==> src/rtl/sha_pkg.sv <==
package sha_pkg;

  typedef logic [31:0] word_t;

  // controller -> datapath commands
  typedef struct packed {
    logic       restart;    // load initial values, clear counters
    logic       put;        // write put_data into buffer at fill count
    logic [7:0] put_data;
    logic       count_msg;  // bump message byte count
    logic       comp_start; // load round vars and schedule from buffer
    logic       round_en;   // run one round
    logic       comp_done;  // add round vars into chain state
  } sha_cmd_t;

  typedef struct packed {
    logic [5:0]  fill;
    logic [63:0] bits;
  } sha_stat_t;

  localparam logic [7:0] PadByte = 8'h80;

  function automatic word_t rotr(word_t x, int n);
    return (x >> n) | (x << (32 - n));
  endfunction

  function automatic word_t init_value(logic mode, logic [2:0] i);
    word_t v;
    v = '0;
    if (!mode) begin
      case (i)
        3'd0: v = 32'h6a09e667;
        3'd1: v = 32'hbb67ae85;
        3'd2: v = 32'h3c6ef372;
        3'd3: v = 32'ha54ff53a;
        3'd4: v = 32'h510e527f;
        3'd5: v = 32'h9b05688c;
        3'd6: v = 32'h1f83d9ab;
        default: v = 32'h5be0cd19;
      endcase
    end else begin
      case (i)
        3'd0: v = 32'hc1059ed8;
        3'd1: v = 32'h367cd507;
        3'd2: v = 32'h3070dd17;
        3'd3: v = 32'hf70e5939;
        3'd4: v = 32'hffc00b31;
        3'd5: v = 32'h68581511;
        3'd6: v = 32'h64f98fa7;
        default: v = 32'hbefa4fa4;
      endcase
    end
    return v;
  endfunction

  function automatic word_t round_k(logic [5:0] i);
    word_t k [64];
    k = '{
      32'h428a2f98, 32'h71374491, 32'hb5c0fbcf, 32'he9b5dba5,
      32'h3956c25b, 32'h59f111f1, 32'h923f82a4, 32'hab1c5ed5,
      32'hd807aa98, 32'h12835b01, 32'h243185be, 32'h550c7dc3,
      32'h72be5d74, 32'h80deb1fe, 32'h9bdc06a7, 32'hc19bf174,
      32'he49b69c1, 32'hefbe4786, 32'h0fc19dc6, 32'h240ca1cc,
      32'h2de92c6f, 32'h4a7484aa, 32'h5cb0a9dc, 32'h76f988da,
      32'h983e5152, 32'ha831c66d, 32'hb00327c8, 32'hbf597fc7,
      32'hc6e00bf3, 32'hd5a79147, 32'h06ca6351, 32'h14292967,
      32'h27b70a85, 32'h2e1b2138, 32'h4d2c6dfc, 32'h53380d13,
      32'h650a7354, 32'h766a0abb, 32'h81c2c92e, 32'h92722c85,
      32'ha2bfe8a1, 32'ha81a664b, 32'hc24b8b70, 32'hc76c51a3,
      32'hd192e819, 32'hd6990624, 32'hf40e3585, 32'h106aa070,
      32'h19a4c116, 32'h1e376c08, 32'h2748774c, 32'h34b0bcb5,
      32'h391c0cb3, 32'h4ed8aa4a, 32'h5b9cca4f, 32'h682e6ff3,
      32'h748f82ee, 32'h78a5636f, 32'h84c87814, 32'h8cc70208,
      32'h90befffa, 32'ha4506ceb, 32'hbef9a3f7, 32'hc67178f2};
    return k[i];
  endfunction

endpackage

==> src/rtl/sha_datapath.sv <==
module sha_datapath (
  input  logic             clk,
  input  logic             rst,
  input  logic             mode,
  input  sha_pkg::sha_cmd_t cmd,
  input  logic [5:0]       round,
  input  logic [2:0]       rd_index,
  output sha_pkg::sha_stat_t stat,
  output sha_pkg::word_t   rd_word
);
  import sha_pkg::*;

  word_t       chain [8];
  word_t       v [8];
  word_t       w [16];
  word_t       blk [16];   // block buffer, big-endian byte lanes
  logic [5:0]  fill;
  logic [60:0] msg_count;

  word_t sched, wt, t1, t2, s0, s1;

  always_comb begin
    s1 = rotr(w[14], 17) ^ rotr(w[14], 19) ^ (w[14] >> 10);
    s0 = rotr(w[1], 7) ^ rotr(w[1], 18) ^ (w[1] >> 3);
    sched = s1 + w[9] + s0 + w[0];
    wt = (round < 6'd16) ? w[0] : sched;
    t1 = v[7] + (rotr(v[4], 6) ^ rotr(v[4], 11) ^ rotr(v[4], 25))
      + ((v[4] & v[5]) ^ (~v[4] & v[6])) + round_k(round) + wt;
    t2 = (rotr(v[0], 2) ^ rotr(v[0], 13) ^ rotr(v[0], 22))
      + ((v[0] & v[1]) ^ (v[0] & v[2]) ^ (v[1] & v[2]));
  end

  assign stat.fill = fill;
  assign stat.bits = {msg_count, 3'b000};
  assign rd_word = chain[rd_index];

  always_ff @(posedge clk) begin
    if (rst || cmd.restart) begin
      fill <= '0;
      msg_count <= '0;
      for (int i = 0; i < 8; i++) chain[i] <= init_value(mode, 3'(i));
    end else begin
      if (cmd.put) begin
        blk[fill[5:2]][{~fill[1:0], 3'b000} +: 8] <= cmd.put_data;
        fill <= fill + 6'd1;
      end
      if (cmd.count_msg) msg_count <= msg_count + 61'd1;
      if (cmd.comp_done)
        for (int i = 0; i < 8; i++) chain[i] <= chain[i] + v[i];
    end
    if (cmd.comp_start) begin
      for (int i = 0; i < 8; i++) v[i] <= chain[i];
      for (int i = 0; i < 16; i++) w[i] <= blk[i];
    end else if (cmd.round_en) begin
      // shift window: w[0] is the word of rounds 0 to 15; later rounds use sched
      for (int i = 0; i < 15; i++) w[i] <= w[i+1];
      w[15] <= wt;
      v[7] <= v[6]; v[6] <= v[5]; v[5] <= v[4]; v[4] <= v[3] + t1;
      v[3] <= v[2]; v[2] <= v[1]; v[1] <= v[0]; v[0] <= t1 + t2;
    end
  end
endmodule

==> src/rtl/sha_control.sv <==
module sha_control (
  input  logic              clk,
  input  logic              rst,
  input  logic              in_valid,
  output logic              in_ready,
  input  logic              func,
  input  logic [7:0]        msg_byte,
  input  logic              cfg_valid,
  output logic              cfg_ready,
  input  sha_pkg::sha_stat_t stat,
  output sha_pkg::sha_cmd_t cmd,
  output logic [5:0]        round,
  output logic [2:0]        rd_index,
  output logic              out_valid,
  input  logic              out_ready,
  output logic              last_word
);
  import sha_pkg::*;

  typedef enum logic [2:0] {IDLE, COMP_LD, COMP_RUN, COMP_ADD, PAD, EMIT} state_t;

  state_t     state;
  logic       padding;   // compression belongs to finish sequence
  logic [63:0] bits;
  logic [2:0] len_idx;   // length byte position during padding
  logic       len_phase;
  logic       bits_done;

  assign in_ready  = (state == IDLE) && !cfg_valid && !rst;
  assign cfg_ready = (state == IDLE) && !rst;
  assign out_valid = (state == EMIT);
  assign last_word = (rd_index == 3'd7);

  always_comb begin
    cmd = '0;
    unique case (state)
      IDLE: begin
        if (cfg_valid) cmd.restart = 1'b1;
        else if (in_valid) begin
          cmd.put = 1'b1;
          cmd.put_data = func ? PadByte : msg_byte;
          cmd.count_msg = !func;
        end
      end
      COMP_LD:  cmd.comp_start = 1'b1;
      COMP_RUN: cmd.round_en = 1'b1;
      COMP_ADD: cmd.comp_done = 1'b1;
      PAD: begin
        cmd.put = 1'b1;
        cmd.put_data = len_phase ? bits[63 - 8*len_idx -: 8] : 8'h00;
      end
      EMIT: cmd.restart = out_ready && (rd_index == 3'd7);
      default: ;
    endcase
  end

  always_ff @(posedge clk) begin
    if (rst) begin
      state <= IDLE;
      padding <= 1'b0;
      round <= '0;
      rd_index <= '0;
      len_idx <= '0;
      len_phase <= 1'b0;
      bits_done <= 1'b0;
    end else begin
      unique case (state)
        IDLE: begin
          if (!cfg_valid && in_valid) begin
            bits <= stat.bits;
            padding <= func;
            // pad byte at offset 55: length bytes follow at once
            len_phase <= func && (stat.fill == 6'd55);
            len_idx <= '0;
            if (stat.fill == 6'd63) state <= COMP_LD;
            else if (func) state <= PAD;
          end
        end
        COMP_LD: begin
          round <= '0;
          state <= COMP_RUN;
        end
        COMP_RUN: begin
          round <= round + 6'd1;
          if (round == 6'd63) state <= COMP_ADD;
        end
        COMP_ADD: begin
          if (!padding) state <= IDLE;
          else if (len_phase && len_idx == 3'd0 && stat.fill == 6'd0 &&
                   bits_done) begin
            rd_index <= '0;
            state <= EMIT;
          end else state <= PAD;
        end
        PAD: begin
          if (len_phase) begin
            len_idx <= len_idx + 3'd1;
            if (len_idx == 3'd7) bits_done <= 1'b1;
          end else if (stat.fill == 6'd55) begin
            len_phase <= 1'b1;
          end
          if (stat.fill == 6'd63) state <= COMP_LD;
        end
        EMIT: begin
          if (out_ready) begin
            rd_index <= rd_index + 3'd1;
            if (rd_index == 3'd7) state <= IDLE;
          end
        end
        default: state <= IDLE;
      endcase
      if (state == IDLE) bits_done <= 1'b0;
    end
  end
endmodule

==> src/rtl/sha256_hash_engine_unit.sv <==
// Streaming SHA-256/SHA-224 engine, one byte per input word.
// Byte words are taken only while idle; the 64th byte of a block starts
// the compression (one round per cycle in the shared round unit).
// Finish pads byte by byte, runs one or two compressions,
// then presents eight digest words, one per accepted output cycle.
// Synchronous active-high rst loads SHA-256 initial values, clears counters.
module sha256_hash_engine_unit (
  input  logic        clk,
  input  logic        rst,
  input  logic        in_valid,
  output logic        in_ready,
  input  logic        func,
  input  logic [7:0]  msg_byte,
  input  logic        cfg_valid,
  output logic        cfg_ready,
  input  logic        digest_mode,
  output logic        out_valid,
  input  logic        out_ready,
  output logic [31:0] digest_word,
  output logic [2:0]  word_index,
  output logic        last_word
);
  import sha_pkg::*;

  logic      mode, mode_sel;
  sha_cmd_t  cmd;
  sha_stat_t stat;
  logic [5:0] round;
  logic [2:0] rd_index;

  // mode register; a write restarts with the new mode's initial values
  always_ff @(posedge clk) begin
    if (rst) mode <= 1'b0;
    else if (cfg_valid && cfg_ready) mode <= digest_mode;
  end
  // reset always loads the SHA-256 values
  assign mode_sel = rst ? 1'b0 : ((cfg_valid && cfg_ready) ? digest_mode : mode);

  sha_control u_ctrl (
    .clk, .rst, .in_valid, .in_ready, .func, .msg_byte,
    .cfg_valid, .cfg_ready, .stat, .cmd, .round, .rd_index,
    .out_valid, .out_ready, .last_word
  );

  sha_datapath u_dp (
    .clk, .rst, .mode(mode_sel), .cmd, .round, .rd_index, .stat,
    .rd_word(digest_word)
  );

  assign word_index = rd_index;
endmodule
==> config.mk <==
export PLATFORM = sky130hd
export DESIGN_NAME = sha256_hash_engine_unit
export DESIGN_NICKNAME = d
export VERILOG_FILES = /design/src/rtl/sha_pkg.sv /design/src/rtl/sha_datapath.sv /design/src/rtl/sha_control.sv /design/src/rtl/sha256_hash_engine_unit.sv
export SDC_FILE = /design/constraint.sdc
export NUM_CORES = 2
export LEC_CHECK = 0
export BUFFER_PORTS_ARGS = -buffer_cell sky130_fd_sc_hd__buf_2
export CORE_MARGIN = 4
export CORE_UTILIZATION = 31
export DETAILED_ROUTE_END_ITERATION = 10
export GPL_ROUTABILITY_DRIVEN = 0
export PLACE_DENSITY = 0.5
export SKIP_CTS_REPAIR_TIMING = 1
export SYNTH_ARGS = -nofsm -noshare
export SYNTH_HDL_FRONTEND = slang
export SYNTH_SLANG_ARGS = --single-unit
==> constraint.sdc <==
create_clock -name clk -period 17.53 [get_ports clk]
set_input_delay 0.8765 -clock clk [delete_from_list [all_inputs] [get_ports clk]]
set_output_delay 0.8765 -clock clk [all_outputs]
set_load 0.05 [all_outputs]
# Word level (Yosys, flattened, before mapping)
# Memory sizes are Yosys's and may differ from the RTL's. A register that Yosys moved wholly into a read port is not among the register bits.
# Index checks and enable logic that the tools add are counted.
# word_totals
regBits	147
ram_bits	1536
word_cells	256
memories	5
inputBits	15
romBits	2048
# mem_list
name	words	word_bits	read_ports	rd_ports_with_merged_regs	wr	line	rtl
(no name shown)	64	32	1	0	0	sha_pkg.sv:75	return k[i];
u_dp.blk	16	32	16	0	1	sha_datapath.sv:16	word_t blk [16];
u_dp.w	16	32	16	0	16	sha_datapath.sv:15	word_t w [16];
u_dp.chain	8	32	9	1	8	sha_datapath.sv:13	word_t chain [8];
u_dp.v	8	32	8	0	8	sha_datapath.sv:14	word_t v [8];
# op_classes
shifts	3
bitwise_logic	62
addsub	25
eq_ne	19
reduce_logical	28
mux	101
magnitude_cmp	2
# op_table
cell	n
two-way mux 32 bit	49
adder 32 bit	18
bitwise XOR 32 bit	9
AND 32 bit	5
variable part select 71 x 33 -> 8 bit	1
two-way mux 31 bit	2
adder 61 x 1 -> 61 bit, second input constant	1
two-way mux 3 bit	15
NOT 32 bit	1
OR 1 bit	32
OR 10 x 32 -> 32 bit	1
OR 13 x 32 -> 32 bit	1
OR 14 x 32 -> 32 bit	1
OR 15 x 32 -> 32 bit	1
OR 19 x 32 -> 32 bit	1
OR 21 x 32 -> 32 bit	1
OR 25 x 32 -> 32 bit	1
OR 26 x 32 -> 32 bit	1
OR 30 x 32 -> 32 bit	1
OR 7 x 32 -> 32 bit	1
variable shift 8 x 7 -> 32 bit, first input constant	1
variable part select 8 x 7 -> 32 bit	1
bitwise XOR 32 x 22 -> 32 bit	1
bitwise XOR 32 x 29 -> 32 bit	1
other kinds (36)	93

# Logic depth before layout (Yosys ltp)
# An unclocked memory read counts as a cell.
# logic_depth
ltp_word	11
mapped_depth	44
depth_no_buf	44

# Modules after synthesis
# A second synthesis with hierarchy kept.
# hier_totals
cells_unflattened	8453
area_unflattened_um2	93856.3
# by_module_without_submodules
module	area_each_um2	n_inst	cells_each
sha_datapath	90235.3	1	8203
sha_control	3577.2	1	246
sha256_hash_engine_unit	43.8	1	4

# Least setup slack after synthesis
# OpenSTA, ideal clock, no wires.
# synth_timing
path_kind	register to register
start	register u_ctrl.state[1]
end	register u_ctrl.round[5]
path_stages_with_launch	6
n_path_buf	1
required_time_ps	16745
setup_slack_ps	9
arrival_ps	16736
synth_period_minus_slack_ps	17521
setup_ps	785
cell_sequence	dfxtp_1 > clkbuf_1 > nor3b_1 > nor2_1 > inv_1 > a311oi_1
# synth_via
elab_chain_cells	2
# synth_lines
element	line	rtl
start, declared	sha_control.sv:22	state_t state;
start signal, assigned	sha_control.sv:59	state <= IDLE;
start signal, assigned	sha_control.sv:75	if (stat.fill == 6'd63) state <= COMP_LD;
start signal, assigned	sha_control.sv:76	else if (func) state <= PAD;
equality test 3 x 2 -> 1 bit or equality test 3 x 1 -> 1 bit (tied branches)	sha_control.sv:67	unique case (state)
one-hot mux 6 bit (2 select lines) or nonzero test 2 bit (tied branches)	n/a	
end signal, assigned	sha_control.sv:84	round <= round + 6'd1;
end, declared	sha_control.sv:12	output logic [5:0] round,
# Several ways; a longest one is shown, not always the timed one.
# A chain may end at the register's enable or synchronous reset.

==> metrics.txt <==
status finished, final reports clean; r2r setup slk 6.71 ns; post-place setup slack 6.892 ns; ys flop type edfxtp_1; Max Root-Sink Buffers 4; yosys warns 0; post-layout util 34.79%; Layout Nets 9326; Lkg Pwr 39.79 nW; port bufs 53; CP max stage delay 0.55 ns; commonest cells after routing, fill and taps aside nand2_1, edfxtp_1, nor2_1; Worst Max-Slew Pin Slew 1.364 ns; slew margin rel. 8.745%; area leader, netlist edfxtp_1; Hold Fails Final Rpt 0; # H-tree levels 4; CTS root buf clkbuf_16; CP endpoint kind register; crit path DAT 11.37 ns; fmax 0.09246 GHz; Reg clk slew, reported paths 0.06 ns; area of the core 0.2998 sq mm; routed wl met3 20570 um; die height 556.6 um; post-synthesis async set-or-reset flop share 0%; Synth Instances 8748; Final WS setup 6.715 ns; die width 556.6 um; Routed WL 304200 um; routed len/inst 23.73 um; syn avg cell area 10.67 sq um; Clock Skews 0.09406 ns; grt ovf 0; MaxCap Viol Count 0; initial antenna violation count 16; Seq/Total Area, Yosys 53.30%; maximum number of pins on one net before global-route repair 201; CP max FO 7; reg2reg start u_dp.w[7][20]$_DFFE_PP_; initial cell density of the core 31.13%; RSZ-0062 raised after global routing false; Cell Pwr Density 115.0 mW/mm^2; Distinct cells, synth 96; setup TNS 0 ns; ranking of synthesized cells by area edfxtp_1, nand2_1, ha_1; top cell type's share of synthesized area 51.39%; Rows 201; CP required 18.09 ns; crit path to u_dp.v[0][29]$_DFFE_PP_; EDFF count, synth 1597; Mapped Area 0.09331 sq mm; worst r2r path cells 42; Clock Latency Late Sink 0.90 ns; Final Max Slew Viols 0; Area growth syn-to-layout 11.78%; Worst Hold Class primary input to register; Sink Count 1686; global-route wire length before repair 444100 um; ratio of cells with drive above 1 in the final layout 7.242%; CTS tree yes; slowest CP cell o31ai_1; fin crit period 10.82 ns; Mapped Nets 9372; Routed Antenna Nets 0; VDD IR max 94.04 uV; CP Launch Type register; DIE AREA 0.3098 sq mm; # setup viols final 0; Num CTS Buffers 195; DR vias 66590; Fin Hold WS 0.4144 ns; vias in the first global route 64080; Pre-antenna DRT Iters 9; metal1 wirelength 135600 um; initial DRC count 6974; met2 WL 136000 um; Top Ports 54; vias per inst 5.195; Finished Layout Cells 12820; most common cell after layout, fill and taps aside nand2_1; total track usage 19.10%; post-detail-place hpwl 216700 um; Yosys reg bits 1686; placed cell count 12460; # DRC 0; r2r endpoint u_dp.v[0][29]$_DFFE_PP_; Final period util 61.69%; worst setup path startpoint u_dp.w[7][20]$_DFFE_PP_; critical setup path kind register to register; Top Metal Used met5
-- state kept, by name, indices dropped and copies added, names as in the netlist, 3 cells and up, named ones only --
signal	count
u_ctrl.rd_index	3
u_ctrl.bits	61
u_dp.msg_count	61
u_ctrl.state	3
u_dp.v	256
u_ctrl.round	6
u_dp.chain	256
u_ctrl.len_idx	3
u_dp.fill	6
u_dp.blk	512
u_dp.w	512
-- worst max-delay path, delay by kind of cell (launching register included) --
family	cells	cell delay (ns)
AOI/OAI and AO/OA	19	4.24
xor gates and xnor gates	5	1.12
adders and majority gates	9	3.89
buffers and inverters	3	0.14
DFF	1	0.48
and+or+nand+nor	6	0.59
-- through the flow --
stage	power, W	cell area, sq um
after global placement	0.007846	97960
after detailed placement	0.007862	97960
after global routing	0.01257	104300
after floorplan	0.007036	93310
final	0.01200	104300
after CTS	0.01204	104300
-- worst min-delay path by stage --
stage / startpoint / to / slack [ns] / cells after the start
detailed placement: u_dp.msg_count[60]$_SDFFE_PP0P_ / u_ctrl.bits[63]$_DFFE_PP_ / 0.44 / 0
floorplan: u_dp.msg_count[60]$_SDFFE_PP0P_ / u_ctrl.bits[63]$_DFFE_PP_ / 0.42 / 0
finish: out_ready / u_ctrl.state[0]$_SDFFE_PP0P_ / 0.41 / 4
CTS: out_ready / u_ctrl.state[0]$_SDFFE_PP0P_ / 0.34 / 4
global placement: u_dp.msg_count[60]$_SDFFE_PP0P_ / u_ctrl.bits[63]$_DFFE_PP_ / 0.44 / 0
global route: out_ready / register / 0.39 / 4
-- where the power goes --
part	total [W]	switching (W)	internal (W)
Clock	0.00414	0.00173	0.00241
Combinational	0.00320	0.00197	0.00124
Sequential	0.00465	0.000115	0.00453
Total	0.0120	0.00382	0.00818
-- layer usage --
layer / global-route usage [%] / vias up
li1: - / 30560
met3: 3.038 / 525
met1: 26.94 / 33040
met2: 29.78 / 2445
met4: 6.544 / 10
met5: 0 / -
-- cells in the mapped netlist, types with 43 or more instances --
cell type / count
nand2_1: 2383
edfxtp_1: 1597
nor2_1: 493
o21ai_0: 441
ha_1: 414
a21oi_1: 384
xnor2_1: 369
clkbuf_1: 358
inv_1: 352
xor2_1: 242
fa_1: 195
a21o_1: 178
nand3_1: 103
nor3_1: 93
dfxtp_1: 89
mux4_2: 87
nand2b_1: 67
o21a_1: 62
mux2i_1: 56
a211oi_1: 50
nor2b_1: 49
or3_1: 47
o31ai_1: 43
-- cell type report --
class	instances	area (sq um)
well taps	3958	4952
clock inverters	111	1184
multi-input cells	6307	40840
clock buffers	235	5135
flip-flops and latches	1686	49760
inverters	354	1336
diodes	8	20.02
repair buffers	158	1079
fillers	29870	195500
-- cell families after synthesis --
family,share of synthesized area [%]
AND/OR/NAND/NOR,15.10
flip-flops,53.30
AO/OA/AOI/OAI,9.674
buffers and inverters,3.042
adder cells (fa/ha/maj),9.928
XOR/XNOR,5.759
multiplexers,3.195
(Power assumes the default switching activity.)
